File: src/design/line_centroid_steering_core_macros.svh
// Assertion macros shared by the line steering modules.
// Each expects signals named clock and reset in the module that uses it.
`ifndef LINE_CENTROID_STEERING_CORE_MACROS_SVH
`define LINE_CENTROID_STEERING_CORE_MACROS_SVH

// Same-cycle implication.
`define LCS_ASSERT_NOW(label, ante, cons) \
   label: assert property (@(posedge clock) disable iff (reset) (ante) |-> (cons)) \
      else $error("lcs: check failed");

// Next-cycle implication.
`define LCS_ASSERT_NEXT(label, ante, cons) \
   label: assert property (@(posedge clock) disable iff (reset) (ante) |=> (cons)) \
      else $error("lcs: check failed");

`endif

File: src/design/lcs_pkg.sv
package lcs_pkg;

   localparam int FRAME_WIDTH_DEFAULT  = 320;
   localparam int FRAME_HEIGHT_DEFAULT = 240;

   localparam int PIXEL_WIDTH     = 8;
   localparam int ROW_WIDTH       = 8;
   localparam int COLUMN_WIDTH    = 9;
   localparam int DRIVE_WIDTH     = 9;
   localparam int OFFSET_WIDTH    = 9;
   localparam int MODE_WIDTH      = 2;
   localparam int CSR_INDEX_WIDTH = 3;
   localparam int CSR_DATA_WIDTH  = 9;
   localparam int SUM_WIDTH       = 16;
   localparam int COUNT_WIDTH     = 9;
   localparam int QUEUE_DEPTH     = 2;

   typedef enum logic [CSR_INDEX_WIDTH-1:0] {
      CSR_BRIGHT_THRESHOLD = 3'd0,
      CSR_BASE_SPEED       = 3'd1,
      CSR_GAIN_Q8          = 3'd2,
      CSR_TURN_SPEED       = 3'd3,
      CSR_SCAN_ROW         = 3'd4,
      CSR_SIDE_COLUMN      = 3'd5,
      CSR_PROBE_ROW        = 3'd6,
      CSR_PROBE_COLUMN     = 3'd7
   } csr_index_type;

   typedef enum logic [MODE_WIDTH-1:0] {
      MODE_TRACK        = 2'd0,
      MODE_SEARCH_LEFT  = 2'd1,
      MODE_SEARCH_RIGHT = 2'd2
   } steer_mode_type;

   typedef struct packed {
      logic [7:0] bright_threshold;
      logic [6:0] base_speed;
      logic [7:0] gain_q8;
      logic [6:0] turn_speed;
      logic [7:0] scan_row;
      logic [8:0] side_column;
      logic [7:0] probe_row;
      logic [8:0] probe_column;
   } cfg_type;

   localparam cfg_type CFG_RESET = '{
      bright_threshold: 8'd100,
      base_speed:       7'd35,
      gain_q8:          8'd77,
      turn_speed:       7'd50,
      scan_row:         8'd130,
      side_column:      9'd300,
      probe_row:        8'd5,
      probe_column:     9'd160
   };

   typedef struct packed {
      logic signed [SUM_WIDTH-1:0] offset_sum;
      logic [COUNT_WIDTH-1:0]      bright_count;
      logic                        side_seen;
      logic                        probe_bright;
   } frame_summary_type;

   typedef struct packed {
      logic full;
      logic empty;
   } queue_status_type;

endpackage

File: src/design/lcs_if.sv
interface lcs_req_if;
   import lcs_pkg::*;

   logic                    valid;
   logic                    ready;
   logic [PIXEL_WIDTH-1:0]  brightness;
   logic [ROW_WIDTH-1:0]    pixel_row;
   logic [COLUMN_WIDTH-1:0] pixel_column;
   logic                    frame_end;

   modport source (output valid, brightness, pixel_row, pixel_column, frame_end,
                   input ready);
   modport sink   (input valid, brightness, pixel_row, pixel_column, frame_end,
                   output ready);
endinterface

interface lcs_rsp_if;
   import lcs_pkg::*;

   logic                           valid;
   logic                           ready;
   logic signed [DRIVE_WIDTH-1:0]  left_drive;
   logic signed [DRIVE_WIDTH-1:0]  right_drive;
   logic                           line_found;
   logic signed [OFFSET_WIDTH-1:0] line_offset;
   logic [MODE_WIDTH-1:0]          steer_mode;

   modport source (output valid, left_drive, right_drive, line_found, line_offset,
                   steer_mode, input ready);
   modport sink   (input valid, left_drive, right_drive, line_found, line_offset,
                   steer_mode, output ready);
endinterface

File: src/design/lcs_front.sv
module lcs_front #(
   parameter int FRAME_WIDTH  = lcs_pkg::FRAME_WIDTH_DEFAULT,
   parameter int FRAME_HEIGHT = lcs_pkg::FRAME_HEIGHT_DEFAULT
) (
   input  logic                       clock,
   input  logic                       reset,
   input  lcs_pkg::cfg_type           cfg,
   lcs_req_if.sink                    req_bus,
   input  lcs_pkg::queue_status_type  queue_status,
   output logic                       push_valid,
   output lcs_pkg::frame_summary_type push_data
);
   import lcs_pkg::*;

   localparam logic [10:0]        FW_LIMIT = 11'(FRAME_WIDTH);
   localparam logic [10:0]        FH_LIMIT = 11'(FRAME_HEIGHT);
   localparam logic signed [11:0] CENTRE   = 12'(FRAME_WIDTH / 2);
   localparam logic signed [16:0] SUM_MAX  = 17'sd32767;
   localparam logic signed [16:0] SUM_MIN  = -17'sd32768;

   logic signed [SUM_WIDTH-1:0] sum_ff, sum_in;
   logic [COUNT_WIDTH-1:0]      count_ff, count_in;
   logic                        side_ff, side_in;
   logic                        probe_ff, probe_in;

   logic                        accept;
   logic                        hit;
   logic signed [11:0]          diff;
   logic signed [16:0]          sum_wide;

   assign req_bus.ready = !queue_status.full;
   assign accept        = req_bus.valid && req_bus.ready;

   assign hit = ({3'b000, req_bus.pixel_row} < FH_LIMIT)
             && ({2'b00, req_bus.pixel_column} < FW_LIMIT)
             && (req_bus.brightness > cfg.bright_threshold);

   assign diff     = $signed({3'b000, req_bus.pixel_column}) - CENTRE;
   assign sum_wide = {sum_ff[SUM_WIDTH-1], sum_ff} + 17'(diff);

   always_comb begin
      sum_in   = sum_ff;
      count_in = count_ff;
      side_in  = side_ff;
      probe_in = probe_ff;
      if (hit) begin
         if (req_bus.pixel_row == cfg.scan_row && count_ff != '1) begin
            count_in = count_ff + 1'b1;
            // saturate the running offset
            priority if (sum_wide > SUM_MAX) begin
               sum_in = SUM_MAX[SUM_WIDTH-1:0];
            end else if (sum_wide < SUM_MIN) begin
               sum_in = SUM_MIN[SUM_WIDTH-1:0];
            end else begin
               sum_in = sum_wide[SUM_WIDTH-1:0];
            end
         end
         if (req_bus.pixel_column == cfg.side_column) begin
            side_in = 1'b1;
         end
         if (req_bus.pixel_row == cfg.probe_row && req_bus.pixel_column == cfg.probe_column) begin
            probe_in = 1'b1;
         end
      end
   end

   assign push_valid              = accept && req_bus.frame_end;
   assign push_data.offset_sum    = sum_in;
   assign push_data.bright_count  = count_in;
   assign push_data.side_seen     = side_in;
   assign push_data.probe_bright  = probe_in;

   always_ff @(posedge clock) begin
      if (reset) begin
         sum_ff   <= '0;
         count_ff <= '0;
         side_ff  <= 1'b0;
         probe_ff <= 1'b0;
      end else if (accept) begin
         if (req_bus.frame_end) begin
            sum_ff   <= '0;
            count_ff <= '0;
            side_ff  <= 1'b0;
            probe_ff <= 1'b0;
         end else begin
            sum_ff   <= sum_in;
            count_ff <= count_in;
            side_ff  <= side_in;
            probe_ff <= probe_in;
         end
      end
   end

endmodule

File: src/design/lcs_queue.sv
`include "line_centroid_steering_core_macros.svh"

module lcs_queue (
   input  logic                       clock,
   input  logic                       reset,
   input  logic                       push_valid,
   input  lcs_pkg::frame_summary_type push_data,
   input  logic                       pop,
   output lcs_pkg::frame_summary_type head_data,
   output lcs_pkg::queue_status_type  status
);
   import lcs_pkg::*;

   localparam int PTR_WIDTH = (QUEUE_DEPTH > 1) ? $clog2(QUEUE_DEPTH) : 1;
   localparam int CNT_WIDTH = $clog2(QUEUE_DEPTH + 1);
   localparam logic [PTR_WIDTH-1:0] LAST_SLOT = PTR_WIDTH'(QUEUE_DEPTH - 1);
   localparam logic [CNT_WIDTH-1:0] FULL_COUNT = CNT_WIDTH'(QUEUE_DEPTH);

   frame_summary_type       slot_ff [QUEUE_DEPTH];
   logic [PTR_WIDTH-1:0]    wr_ptr_ff, wr_ptr_in;
   logic [PTR_WIDTH-1:0]    rd_ptr_ff, rd_ptr_in;
   logic [CNT_WIDTH-1:0]    count_ff, count_in;
   logic                    do_push;
   logic                    do_pop;

   assign status.full  = (count_ff == FULL_COUNT);
   assign status.empty = (count_ff == '0);
   assign head_data    = slot_ff[rd_ptr_ff];

   assign do_push = push_valid && !status.full;
   assign do_pop  = pop && !status.empty;

   always_comb begin
      wr_ptr_in = wr_ptr_ff;
      rd_ptr_in = rd_ptr_ff;
      count_in  = count_ff;
      if (do_push) begin
         wr_ptr_in = (wr_ptr_ff == LAST_SLOT) ? '0 : wr_ptr_ff + 1'b1;
      end
      if (do_pop) begin
         rd_ptr_in = (rd_ptr_ff == LAST_SLOT) ? '0 : rd_ptr_ff + 1'b1;
      end
      if (do_push && !do_pop) begin
         count_in = count_ff + 1'b1;
      end else if (do_pop && !do_push) begin
         count_in = count_ff - 1'b1;
      end
   end

   always_ff @(posedge clock) begin
      if (reset) begin
         wr_ptr_ff <= '0;
         rd_ptr_ff <= '0;
         count_ff  <= '0;
      end else begin
         wr_ptr_ff <= wr_ptr_in;
         rd_ptr_ff <= rd_ptr_in;
         count_ff  <= count_in;
      end
   end

   always_ff @(posedge clock) begin
      if (do_push) begin
         slot_ff[wr_ptr_ff] <= push_data;
      end
   end

   `LCS_ASSERT_NOW(push_has_room, push_valid, !status.full)
   `LCS_ASSERT_NOW(count_in_range, 1'b1, count_ff <= FULL_COUNT)
   `LCS_ASSERT_NEXT(push_fills, do_push && !do_pop, count_ff != '0)

endmodule

File: src/design/lcs_back.sv
`include "line_centroid_steering_core_macros.svh"

module lcs_back (
   input  logic                       clock,
   input  logic                       reset,
   input  lcs_pkg::cfg_type           cfg,
   input  lcs_pkg::frame_summary_type head_data,
   input  lcs_pkg::queue_status_type  queue_status,
   output logic                       pop,
   lcs_rsp_if.source                  rsp_bus
);
   import lcs_pkg::*;

   typedef enum logic [2:0] {
      BK_IDLE,
      BK_DIVIDE,
      BK_CLAMP,
      BK_SCALE,
      BK_MIX
   } back_state_type;

   // 205 / 1024 stands in for one fifth over the outer wheel range
   localparam logic [7:0] FIFTH_RECIP = 8'd205;
   localparam logic signed [10:0] DRIVE_MAX = 11'sd255;
   localparam logic signed [10:0] DRIVE_MIN = -11'sd255;

   back_state_type              state_ff, state_in;
   logic [SUM_WIDTH-1:0]        dvd_ff, dvd_in;
   logic [SUM_WIDTH-1:0]        quot_ff, quot_in;
   logic [COUNT_WIDTH:0]        rem_ff, rem_in;
   logic [COUNT_WIDTH-1:0]      count_ff, count_in;
   logic [3:0]                  step_ff, step_in;
   logic                        neg_ff, neg_in;
   logic                        side_ff, side_in;
   logic                        probe_ff, probe_in;
   logic signed [8:0]           mean_ff, mean_in;
   logic signed [17:0]          product_ff, product_in;
   steer_mode_type              mode_ff, mode_in;
   logic                        rsp_valid_ff, rsp_valid_in;
   logic signed [8:0]           left_ff, left_in;
   logic signed [8:0]           right_ff, right_in;
   logic                        found_ff, found_in;
   logic signed [8:0]           offset_ff, offset_in;
   logic [MODE_WIDTH-1:0]       smode_ff, smode_in;

   logic [COUNT_WIDTH:0]        trial;
   logic                        take;
   logic [16:0]                 magnitude;
   logic [9:0]                  turn_x6;
   logic [17:0]                 outer_wide;
   logic signed [8:0]           outer;
   logic signed [8:0]           turn_s;
   logic signed [17:0]          p_biased;
   logic signed [9:0]           p;
   logic signed [10:0]          base_s;
   logic signed [10:0]          sum_left;
   logic signed [10:0]          sum_right;
   logic                        load;

   assign trial     = {rem_ff[COUNT_WIDTH-1:0], dvd_ff[SUM_WIDTH-1]};
   assign take      = trial >= {1'b0, count_ff};
   assign magnitude = 17'd0 - {head_data.offset_sum[SUM_WIDTH-1], head_data.offset_sum};

   assign turn_x6    = {3'b000, cfg.turn_speed} * 10'd6;
   assign outer_wide = 18'(turn_x6) * 18'(FIFTH_RECIP);
   assign outer      = $signed({1'b0, outer_wide[17:10]});
   assign turn_s     = $signed({2'b00, cfg.turn_speed});

   // truncate the Q8 product toward zero
   assign p_biased  = product_ff + (product_ff[17] ? 18'sd255 : 18'sd0);
   assign p         = p_biased[17:8];
   assign base_s    = $signed({4'b0000, cfg.base_speed});
   assign sum_left  = base_s + 11'(p);
   assign sum_right = base_s - 11'(p);

   assign load = (state_ff == BK_MIX) && (!rsp_valid_ff || rsp_bus.ready);
   assign pop  = (state_ff == BK_IDLE) && !queue_status.empty;

   always_comb begin
      state_in     = state_ff;
      dvd_in       = dvd_ff;
      quot_in      = quot_ff;
      rem_in       = rem_ff;
      count_in     = count_ff;
      step_in      = step_ff;
      neg_in       = neg_ff;
      side_in      = side_ff;
      probe_in     = probe_ff;
      mean_in      = mean_ff;
      product_in   = product_ff;
      mode_in      = mode_ff;
      left_in      = left_ff;
      right_in     = right_ff;
      found_in     = found_ff;
      offset_in    = offset_ff;
      smode_in     = smode_ff;
      rsp_valid_in = rsp_valid_ff && !rsp_bus.ready;

      unique case (state_ff)
         BK_IDLE: begin
            if (pop) begin
               neg_in   = head_data.offset_sum[SUM_WIDTH-1];
               dvd_in   = head_data.offset_sum[SUM_WIDTH-1] ? magnitude[SUM_WIDTH-1:0]
                                                            : head_data.offset_sum;
               count_in = head_data.bright_count;
               side_in  = head_data.side_seen;
               probe_in = head_data.probe_bright;
               quot_in  = '0;
               rem_in   = '0;
               step_in  = '0;
               state_in = (head_data.bright_count != '0) ? BK_DIVIDE : BK_CLAMP;
            end
         end
         BK_DIVIDE: begin
            rem_in  = take ? trial - {1'b0, count_ff} : trial;
            quot_in = {quot_ff[SUM_WIDTH-2:0], take};
            dvd_in  = {dvd_ff[SUM_WIDTH-2:0], 1'b0};
            step_in = step_ff + 1'b1;
            if (step_ff == '1) begin
               state_in = BK_CLAMP;
            end
         end
         BK_CLAMP: begin
            // clamp the mean to -256..255
            if (neg_ff) begin
               mean_in = (quot_ff > 16'd256) ? 9'sh100 : 9'(16'd0 - quot_ff);
            end else begin
               mean_in = (quot_ff > 16'd255) ? 9'sd255 : $signed(quot_ff[8:0]);
            end
            state_in = BK_SCALE;
         end
         BK_SCALE: begin
            product_in = 18'(mean_ff) * 18'($signed({1'b0, cfg.gain_q8}));
            state_in   = BK_MIX;
         end
         BK_MIX: begin
            if (load) begin
               found_in  = (count_ff != '0);
               offset_in = mean_ff;
               unique case (mode_ff)
                  MODE_SEARCH_LEFT: begin
                     left_in  = outer;
                     right_in = -turn_s;
                     mode_in  = probe_ff ? MODE_TRACK : MODE_SEARCH_LEFT;
                  end
                  MODE_SEARCH_RIGHT: begin
                     left_in  = -outer;
                     right_in = turn_s;
                     mode_in  = probe_ff ? MODE_TRACK : MODE_SEARCH_RIGHT;
                  end
                  default: begin
                     if (count_ff != '0) begin
                        priority if (sum_left > DRIVE_MAX) left_in = 9'sd255;
                        else if (sum_left < DRIVE_MIN)     left_in = -9'sd255;
                        else                               left_in = sum_left[8:0];
                        priority if (sum_right > DRIVE_MAX) right_in = 9'sd255;
                        else if (sum_right < DRIVE_MIN)     right_in = -9'sd255;
                        else                                right_in = sum_right[8:0];
                        mode_in = MODE_TRACK;
                     end else begin
                        left_in  = base_s[8:0];
                        right_in = base_s[8:0];
                        mode_in  = side_ff ? MODE_SEARCH_LEFT : MODE_SEARCH_RIGHT;
                     end
                  end
               endcase
               smode_in     = mode_in;
               rsp_valid_in = 1'b1;
               state_in     = BK_IDLE;
            end
         end
         default: begin
            state_in = BK_IDLE;
         end
      endcase
   end

   always_ff @(posedge clock) begin
      if (reset) begin
         state_ff     <= BK_IDLE;
         mode_ff      <= MODE_TRACK;
         rsp_valid_ff <= 1'b0;
      end else begin
         state_ff     <= state_in;
         mode_ff      <= mode_in;
         rsp_valid_ff <= rsp_valid_in;
      end
      dvd_ff     <= dvd_in;
      quot_ff    <= quot_in;
      rem_ff     <= rem_in;
      count_ff   <= count_in;
      step_ff    <= step_in;
      neg_ff     <= neg_in;
      side_ff    <= side_in;
      probe_ff   <= probe_in;
      mean_ff    <= mean_in;
      product_ff <= product_in;
      left_ff    <= left_in;
      right_ff   <= right_in;
      found_ff   <= found_in;
      offset_ff  <= offset_in;
      smode_ff   <= smode_in;
   end

   assign rsp_bus.valid       = rsp_valid_ff;
   assign rsp_bus.left_drive  = left_ff;
   assign rsp_bus.right_drive = right_ff;
   assign rsp_bus.line_found  = found_ff;
   assign rsp_bus.line_offset = offset_ff;
   assign rsp_bus.steer_mode  = smode_ff;

   `LCS_ASSERT_NOW(divisor_nonzero, state_ff == BK_DIVIDE, count_ff != '0)
   `LCS_ASSERT_NOW(result_from_mix, $rose(rsp_valid_ff), $past(state_ff) == BK_MIX)
   `LCS_ASSERT_NEXT(pop_starts_work, pop, state_ff == BK_DIVIDE || state_ff == BK_CLAMP)

endmodule

File: src/design/line_centroid_steering_core.sv
// Line-following steering from a raster pixel stream. One pixel transfer is taken
// every clock; the pixel stream only stalls when two finished frames are still
// queued for the steering stage. On the pixel marked frame_end the frame's scan-row
// sum, bright count, side and probe flags go into a two-entry queue, and one result
// follows when the result port is free: the summary is loaded, the bit-serial divider
// forms the mean offset, then come clamp, gain multiply and drive mix. A frame with
// no bright scan-row pixel skips the divider. Configuration writes take effect on
// the next clock and are meant to be made while no frame is in flight. Pixels
// outside the frame size still act on their frame_end mark.
module line_centroid_steering_core #(
   parameter int FRAME_WIDTH  = lcs_pkg::FRAME_WIDTH_DEFAULT,
   parameter int FRAME_HEIGHT = lcs_pkg::FRAME_HEIGHT_DEFAULT
) (
   input  logic                                 clock,
   input  logic                                 reset,
   lcs_req_if.sink                              req_bus,
   lcs_rsp_if.source                            rsp_bus,
   input  logic                                 csr_write_enable,
   input  logic [lcs_pkg::CSR_INDEX_WIDTH-1:0]  csr_index,
   input  logic [lcs_pkg::CSR_DATA_WIDTH-1:0]   csr_write_data
);
   import lcs_pkg::*;

   cfg_type           cfg_ff, cfg_in;
   logic              push_valid;
   frame_summary_type push_data;
   frame_summary_type head_data;
   queue_status_type  queue_status;
   logic              pop;

   always_comb begin
      cfg_in = cfg_ff;
      if (csr_write_enable) begin
         unique case (csr_index_type'(csr_index))
            CSR_BRIGHT_THRESHOLD: cfg_in.bright_threshold = csr_write_data[7:0];
            CSR_BASE_SPEED:       cfg_in.base_speed       = csr_write_data[6:0];
            CSR_GAIN_Q8:          cfg_in.gain_q8          = csr_write_data[7:0];
            CSR_TURN_SPEED:       cfg_in.turn_speed       = csr_write_data[6:0];
            CSR_SCAN_ROW:         cfg_in.scan_row         = csr_write_data[7:0];
            CSR_SIDE_COLUMN:      cfg_in.side_column      = csr_write_data[8:0];
            CSR_PROBE_ROW:        cfg_in.probe_row        = csr_write_data[7:0];
            CSR_PROBE_COLUMN:     cfg_in.probe_column     = csr_write_data[8:0];
            default:              cfg_in = cfg_ff;
         endcase
      end
   end

   always_ff @(posedge clock) begin
      if (reset) begin
         cfg_ff <= CFG_RESET;
      end else begin
         cfg_ff <= cfg_in;
      end
   end

   lcs_front #(
      .FRAME_WIDTH  (FRAME_WIDTH),
      .FRAME_HEIGHT (FRAME_HEIGHT)
   ) u_front (
      .clock        (clock),
      .reset        (reset),
      .cfg          (cfg_ff),
      .req_bus      (req_bus),
      .queue_status (queue_status),
      .push_valid   (push_valid),
      .push_data    (push_data)
   );

   lcs_queue u_queue (
      .clock      (clock),
      .reset      (reset),
      .push_valid (push_valid),
      .push_data  (push_data),
      .pop        (pop),
      .head_data  (head_data),
      .status     (queue_status)
   );

   lcs_back u_back (
      .clock        (clock),
      .reset        (reset),
      .cfg          (cfg_ff),
      .head_data    (head_data),
      .queue_status (queue_status),
      .pop          (pop),
      .rsp_bus      (rsp_bus)
   );

endmodule

File: src/flat_wrapper.sv
// flat-port wrapper written by rule: the top's interface ports become plain ports
module line_centroid_steering_core_flat import lcs_pkg::*;
#(
   parameter int FRAME_WIDTH  = lcs_pkg::FRAME_WIDTH_DEFAULT,
   parameter int FRAME_HEIGHT = lcs_pkg::FRAME_HEIGHT_DEFAULT
)
  (clock, reset, csr_write_enable, csr_index, csr_write_data, req_bus_valid, req_bus_brightness, req_bus_pixel_row, req_bus_pixel_column, req_bus_frame_end, req_bus_ready, rsp_bus_valid, rsp_bus_left_drive, rsp_bus_right_drive, rsp_bus_line_found, rsp_bus_line_offset, rsp_bus_steer_mode, rsp_bus_ready);
  lcs_req_if req_bus_i ();
  lcs_rsp_if rsp_bus_i ();
  input  logic clock;
  input  logic reset;
  input  logic csr_write_enable;
  input  logic [lcs_pkg::CSR_INDEX_WIDTH-1:0] csr_index;
  input  logic [lcs_pkg::CSR_DATA_WIDTH-1:0] csr_write_data;
  input wire logic [$bits(req_bus_i.valid)-1:0] req_bus_valid;
  input wire logic [$bits(req_bus_i.brightness)-1:0] req_bus_brightness;
  input wire logic [$bits(req_bus_i.pixel_row)-1:0] req_bus_pixel_row;
  input wire logic [$bits(req_bus_i.pixel_column)-1:0] req_bus_pixel_column;
  input wire logic [$bits(req_bus_i.frame_end)-1:0] req_bus_frame_end;
  output wire logic [$bits(req_bus_i.ready)-1:0] req_bus_ready;
  output wire logic [$bits(rsp_bus_i.valid)-1:0] rsp_bus_valid;
  output wire logic [$bits(rsp_bus_i.left_drive)-1:0] rsp_bus_left_drive;
  output wire logic [$bits(rsp_bus_i.right_drive)-1:0] rsp_bus_right_drive;
  output wire logic [$bits(rsp_bus_i.line_found)-1:0] rsp_bus_line_found;
  output wire logic [$bits(rsp_bus_i.line_offset)-1:0] rsp_bus_line_offset;
  output wire logic [$bits(rsp_bus_i.steer_mode)-1:0] rsp_bus_steer_mode;
  input wire logic [$bits(rsp_bus_i.ready)-1:0] rsp_bus_ready;
  assign req_bus_i.valid = req_bus_valid;
  assign req_bus_i.brightness = req_bus_brightness;
  assign req_bus_i.pixel_row = req_bus_pixel_row;
  assign req_bus_i.pixel_column = req_bus_pixel_column;
  assign req_bus_i.frame_end = req_bus_frame_end;
  assign req_bus_ready = req_bus_i.ready;
  assign rsp_bus_valid = rsp_bus_i.valid;
  assign rsp_bus_left_drive = rsp_bus_i.left_drive;
  assign rsp_bus_right_drive = rsp_bus_i.right_drive;
  assign rsp_bus_line_found = rsp_bus_i.line_found;
  assign rsp_bus_line_offset = rsp_bus_i.line_offset;
  assign rsp_bus_steer_mode = rsp_bus_i.steer_mode;
  assign rsp_bus_i.ready = rsp_bus_ready;
  line_centroid_steering_core #(.FRAME_WIDTH(FRAME_WIDTH), .FRAME_HEIGHT(FRAME_HEIGHT)) u_core (.clock(clock), .reset(reset), .req_bus(req_bus_i), .rsp_bus(rsp_bus_i), .csr_write_enable(csr_write_enable), .csr_index(csr_index), .csr_write_data(csr_write_data));
endmodule
File: config.mk
export PLATFORM = sky130hd
export DESIGN_NAME = line_centroid_steering_core_flat
export DESIGN_NICKNAME = d
export VERILOG_FILES = /design/src/design/lcs_pkg.sv /design/src/design/lcs_if.sv /design/src/design/lcs_front.sv /design/src/design/lcs_queue.sv /design/src/design/lcs_back.sv /design/src/design/line_centroid_steering_core.sv /design/src/flat_wrapper.sv
export VERILOG_INCLUDE_DIRS = /design/src /design/src/design
export SDC_FILE = /design/constraint.sdc
export NUM_CORES = 1
export LEC_CHECK = 0
export ABC_AREA = 1
export ABC_CLOCK_PERIOD_IN_PS = 6300
export BUFFER_PORTS_ARGS = -buffer_cell sky130_fd_sc_hd__buf_2
export CELL_PAD_IN_SITES_DETAIL_PLACEMENT = 2
export CELL_PAD_IN_SITES_GLOBAL_PLACEMENT = 2
export CORE_MARGIN = 5
export CORE_UTILIZATION = 39
export DETAILED_ROUTE_END_ITERATION = 10
export PLACE_DENSITY = 0.84
export SLEW_MARGIN = 10
export SYNTH_ARGS = -nofsm -noshare
export SYNTH_HDL_FRONTEND = slang
export SYNTH_HIERARCHICAL = 1
export SYNTH_SLANG_ARGS = --single-unit
File: constraint.sdc
create_clock -name clock -period 6.3 [get_ports clock]
set_input_delay 0.315 -clock clock [delete_from_list [all_inputs] [get_ports clock]]
set_output_delay 0.315 -clock clock [all_outputs]
set_load 0.05 [all_outputs]
# Word level (Yosys, flattened, before mapping)
# Memories as Yosys holds them, arrays and structs flattened. A register that Yosys moved wholly into a read port is not among the register bits.
# Index checks and enable logic that the tools add are counted.
[word_totals] regBits=215 out_inout_bits=32 mem_count=1 in_bits=43 ram_bits=54 elab_cells=183
[classes] n_eq_ne=23 mul=3 reduce_logical=39 n_addsub=16 magnitude_cmp=12 n_mux=56
[memory_table] name="u_core.u_queue.slot_ff" words=2 word_bits=27 rd=1 rd_ports_with_merged_regs=1 wr=1 line_no="lcs_queue.sv:19" source="frame_summary_type slot_ff [QUEUE_DEPTH];"
[ops] op="two-way mux 16 bit" n=8
[ops] op="two-way mux 9 bit" n=14
[ops] op="one-hot mux 16 bit (2 select lines)" n=2
[ops] op="one-hot mux 9 bit (2 select lines)" n=3
[ops] op="> comparator 11 x 9 -> 1 bit, second input constant" n=2
[ops] op="less-than comparator 11 x 9 -> 1 bit, second input constant" n=2
[ops] op="AND reduction 2 bit" n=11
[ops] op="adder 18 x 9 -> 18 bit" n=1
[ops] op="equality test 9 bit" n=2
[ops] op="multiplier 9 x 9 -> 18 bit" n=1
[ops] op="nonzero test 9 bit" n=2
[ops] op="adder 16 x 10 -> 17 bit" n=1
[ops] op="> comparator 17 x 16 -> 1 bit, second input constant" n=1
[ops] op="less-than comparator 17 x 16 -> 1 bit, second input constant" n=1
[ops] op="multiplier 9 x 8 -> 17 bit, second input constant" n=1
[ops] op="equality test 8 bit" n=2
[ops] op="> comparator 16 x 8 -> 1 bit, second input constant" n=1
[ops] op="> comparator 16 x 9 -> 1 bit, second input constant" n=1
[ops] op="subtractor 1 x 16 -> 16 bit, first input constant" n=1
[ops] op="equality test 3 bit, second input constant" n=5
[ops] op="two-way mux 1 bit" n=15
[ops] op="one-hot mux 3 bit (5 select lines)" n=1
[ops] op="logical AND 1 bit" n=13
[ops] op="equality test 3 x 2 -> 1 bit, second input constant" n=4
[ops] op="36 further kinds" n=54

# Depth between registers and ports, before layout
[depth] word_depth=9 depth_mapped=36 mapped_depth_nobuf=36

# Modules after synthesis
# The synthesis kept the hierarchy.
[modules_own_cells] module="lcs_back" area_each_um2=12162.9 instances=1 cells_per_inst=1529 seq_area_each_um2=3543.4
[modules_own_cells] module="lcs_front" area_each_um2=3338.2 instances=1 cells_per_inst=535 seq_area_each_um2=540.5
[modules_own_cells] module="line_centroid_steering_core" area_each_um2=2483.6 instances=1 cells_per_inst=353 seq_area_each_um2=1281.2
[modules_own_cells] module="lcs_queue" area_each_um2=2304.7 instances=1 cells_per_inst=121 seq_area_each_um2=1721.7

# Worst setup path before layout
# No wires, ideal clock.
[synth_timing] kind="flip-flop to flip-flop" start="register u_core/cfg_ff[34] (netlist name)" end="register u_core.u_back.left_ff[4] (netlist: u_core/u_back/rsp_bus.left_drive[4]) (data pin)" required_ps=6048 path_slack_ps=744 synth_period_minus_slack_ps=5556 arrival_ps=5304 stages_incl_launch_ff=34 n_path_buf=0 setup_ps=252 cell_sequence="dfxtp_1 > ha_1 > inv_1 > fa_1 > inv_1 > a31oi_1 > o21ai_0 > a21o_1 > xor2_1 > inv_1 > ha_1 > inv_1 > fa_1 > inv_1 > fa_1 > inv_1 > fa_1 > inv_1 > ha_1 > nand2_1 > inv_1 > nand2_1 > nand2_1 > inv_1 > nand2_1 > xor2_1 > inv_1 > ha_1 > nand2_1 > o21ai_0 > nand3_1 > o211ai_1 > inv_1 > nand2_1"
[synth_between] elab_chain_cells=4
[synth_rtl] item="start: declaration" line_no="line_centroid_steering_core.sv:24" source="cfg_type cfg_ff, cfg_in;"
[synth_rtl] item="start signal: assignment" line_no="line_centroid_steering_core.sv:52" source="cfg_ff <= cfg_in;"
[synth_rtl] item="multiplier 7 x 2 -> 9 bit (*)" line_no="lcs_back.sv:64" source="assign turn_x6 = {3'b000, cfg.turn_speed} * 10'd6;"
[synth_rtl] item="multiplier 9 x 8 -> 17 bit (*)" line_no="lcs_back.sv:65" source="assign outer_wide = 18'(turn_x6) * 18'(FIFTH_RECIP);"
[synth_rtl] item="negator 8 -> 9 bit" line_no="lcs_back.sv:147" source="left_in = -outer;"
[synth_rtl] item="one-hot mux 9 bit (2 select lines) (*)" line_no="lcs_back.sv:140" source="unique case (mode_ff)"
[synth_rtl] item="end signal: assignment" line_no="lcs_back.sv:198" source="left_ff <= left_in;"
[synth_rtl] item="end: declaration" line_no="lcs_back.sv:40" source="logic signed [8:0] left_ff, left_in;"
# Every way passes the cells marked *; elsewhere a longest branch is shown, timed or not.
# A chain may end at the register's enable or synchronous reset.

# Worst setup path in the final report
[layout_timing] start="register u_core/cfg_ff[36] (netlist name)" end="register u_core.u_back.left_ff[6] (netlist: u_core/u_back/rsp_bus.left_drive[6]) (data pin)"
# Same word-level chain as after synthesis.

==> results.sh <==
export IMPL_period_needed_ns=6.02
export IMPL_slowest_stage="fa_1"
export IMPL_htreeDepth=2
export IMPL_grt_max_degree=65
export IMPL_synth_area_um2=20300
export IMPL_grt_pass1_vias=20300
export IMPL_clockRootBuffer="clkbuf_16"
export IMPL_fill_cells=5852
export IMPL_hpwl_um=52400
export IMPL_postPlaceCellArea_um2=21300
export IMPL_grtUsageTotal=0.240
export IMPL_whs_ns=0.0230
export IMPL_p_per_area_nw_per_um2=407
export IMPL_ys_top_cells_by_count="nand2_1, inv_1, nor2_1"
export IMPL_core_area_um2=51400
export IMPL_synth_area_top_cells="edfxtp_1, nand2_1, dfxtp_1, ha_1, inv_1"
export IMPL_path_clk_slew_ns=0.06
export IMPL_fp_dieArea_um2=56700
export IMPL_cp_arrival_ns=6.33
export IMPL_seq_area_frac_synth=0.349
export IMPL_rows=83
export IMPL_avgSynthCellArea_um2=7.99
export IMPL_worst_slew_pin_slew_ns=1.12
export IMPL_clock_sinks=270
export IMPL_final_setup_viol_count=0
export IMPL_status="finished clean"
export IMPL_reg2reg_to="u_core/u_back/rsp_bus.left_drive[6]"
export IMPL_synth_edf_count=168
export IMPL_port_buffers=74
export IMPL_synth_cell_types=62
export IMPL_dr_pass1_iters=5
export IMPL_gp_congestion=0.865
export IMPL_drc=0
export IMPL_hold_viol_final=0
export IMPL_grt_pass1_wl_um=109000
export IMPL_reg2reg_from="u_core/cfg_ff[36]"
export IMPL_async_flop_share=0
export IMPL_vias=17400
export IMPL_skew_ns=0.0445
export IMPL_yosysMostFrequentCell="nand2_1"
export IMPL_grt_ovfl_total=0
export IMPL_crit_path_end="u_core/u_back/rsp_bus.left_drive[6]"
export IMPL_ff2ff_path_depth=32
export IMPL_cp_startpoint="u_core/cfg_ff[36]"
export IMPL_ir_worst_vdd_uv=247
export IMPL_insertion_delay_ns=0.56
export IMPL_viasPerCell=5.27
export IMPL_wl_per_cell_um=20.8
export IMPL_critPathMaxStageDelay_ns=0.55
export IMPL_io_pins=75
export IMPL_antenna_left=0
export IMPL_syn_nets=2819
export IMPL_synth_area_leader_cell="edfxtp_1"
export IMPL_required_ns=6.61
export IMPL_fin_area_um2=22500
export IMPL_cts_tree="yes"
export IMPL_drt_initial_drc_count=673
export IMPL_timing_final_crit_share=0.955
export IMPL_final_util=0.437
export IMPL_cp_start_kind="flop"
export IMPL_antenna_found_initial=0
export IMPL_synth_top_area_share=0.249
export IMPL_yosys_most_used_dff="edfxtp_1"
export IMPL_wl_um=68800
export IMPL_maxCapViolations=0
export IMPL_reg2reg_slack_ns=0.28
export IMPL_power_mw=9.15
export IMPL_hold_class="in -> reg"
export IMPL_instances_no_fill=3306
export IMPL_die_y_um=238
export IMPL_cp_end_kind="flop"
export IMPL_fmax_ghz=0.166
export IMPL_cp_common_cell="nand2_1"
export IMPL_fin_nets=2880
export IMPL_die_w_um=238
export IMPL_power_leakage_nw=11.0
export IMPL_synth_cells=2538
export IMPL_syn_to_final_growth_pct=10.8
export IMPL_worstPathMaxFanout=8
export IMPL_place_inst=3241
export IMPL_initial_core_util=0.395
export IMPL_drive_gt1_frac=0.104
export IMPL_min_from="csr_write_data[8]"
export IMPL_slew_limit_headroom=0.255
export IMPL_ys_seq_elements=270
export IMPL_clk_path_buf_depth=3
export IMPL_slew_viol_final=0
export IMPL_yosys_warnings=6
export IMPL_cts_buffers_inserted=34
export IMPL_crit_type="reg -> reg"
-- critical path, delay by kind of cell (launching register included) --
kind / cells / cell delay, ns
buffers and inverters: 9 / 0.74
and+or+nand+nor: 10 / 0.90
AOI/OAI and AO/OA: 4 / 0.55
adders and majority gates: 7 / 2.80
xor gates and xnor gates: 2 / 0.36
DFF: 1 / 0.39
-- logic make-up (layout without fill, tap and decap cells) --
group,count (synthesis),after routing,share of synthesized area
simple gates,1163,1163,0.247
buf+inv,507,594,0.0997
flops,270,270,0.349
fa+ha+maj,238,238,0.176
compound gates,234,234,0.0664
xor+xnor,99,99,0.0427
mux,27,27,0.0187
other cells,0,1,0
-- layout by cell type (no fill, tap or decap), types with 4 or more instances in the layout --
cell and count:
inv_1 424, a21oi_1 104, nor3_2 5, ha_1 154, a21o_1 6, o221ai_1 8
nand2_1 640, nor2_1 217, xnor2_1 31, nand4_1 20, buf_4 12, fa_1 78
o211ai_1 5, o21ai_0 67, and2_1 19, xor2_1 66, nand2_2 20, o21a_1 4
a31oi_1 7, nor4_1 7, nand3_1 155, nand3b_1 7, edfxtp_1 168, clkinv_2 4
nor3_1 21, mux2_2 7, o21bai_1 5, dfxtp_1 98, clkbuf_1 12, nor2_2 9
inv_2 19, buf_2 74, mux2_4 20, or2_1 4, nor2_4 6, or2_2 21
clkbuf_16 34, clkbuf_8 6
-- per-layer routing --
metal	vias to the layer above	part of all wire	global-route usage
met2	285	0.54	0.468
met3	160	0.028	0.0302
li1	8186	-	-
met1	8782	0.39	0.263
met4	0	0.039	0.0951
met5	-	0	0
-- worst min path at each step --
stage	endpoint	slack [ns]	cells after the start
2_1_floorplan	u_core/u_back/rsp_bus.valid	0.38	1
3_3_place_gp	u_core/cfg_ff[61]	0.46	2
3_5_place_dp	u_core/cfg_ff[7]	0.48	2
4_1_cts	u_core/cfg_ff[25]	0.002	3
5_1_grt	u_core/cfg_ff[25]	0.04	3
6_report	u_core/cfg_ff[25]	0.02	3
-- what timing repair did --
item,in CTS,in global routing
setup buffers,0,1
gates resized for setup,0,24
hold buffers,1,0
endpoints found under the setup margin,0,8
endpoints found under the hold margin,1,0
-- flip-flops by register name, indices dropped and copies added, names as in the netlist, 2 cells and up, named ones only --
name and count:
u_core/u_queue/count_ff 2, u_core/u_front/count_ff 9, u_core/u_back/rem_ff 9, u_core/u_back/step_ff 4
u_core/u_queue/slot_ff 54, u_core/u_back/rsp_bus.steer_mode 2, u_core/u_back/count_ff 9, u_core/u_back/rsp_bus.right_drive 9
u_core/u_back/mode_ff 2, u_core/u_back/rsp_bus.line_offset 9, u_core/u_back/product_ff 18, u_core/u_back/rsp_bus.left_drive 9
u_core/u_back/state_ff 3, u_core/cfg_ff 64, u_core/u_front/sum_ff 16, u_core/u_back/mean_ff 9
u_core/u_back/quot_ff 16, u_core/u_back/dvd_ff 16
-- cell type report --
cell class              count  area (µm²)  area share
diodes                      1        2.50    0.000111
clock buffers              52         978      0.0435
clock inverters            10         123     0.00546
inverters                 445        1670      0.0743
multi-input cells        1761       11300       0.502
flip-flops and latches    270        7090       0.316
well taps                 680         851      0.0379
repair buffers             87         470      0.0209
-- power breakdown --
group | internal [mW] | switching (mW) | total [mW]
logic | 1.57 | 3.02 | 4.59
registers | 2.42 | 0.202 | 2.62
clock network | 1.13 | 0.818 | 1.94
total | 5.11 | 4.04 | 9.15
-- stage by stage --
stage	setup TNS (ns)	setup slack, ns
final	0	0.280
after global routing	-0.0636	-0.0363
after CTS	0	0.00901
after detailed placement	0	0.0419
after floorplan	0	0.744
after global placement	0	0.436
Power figures use the tool's default switching activity.
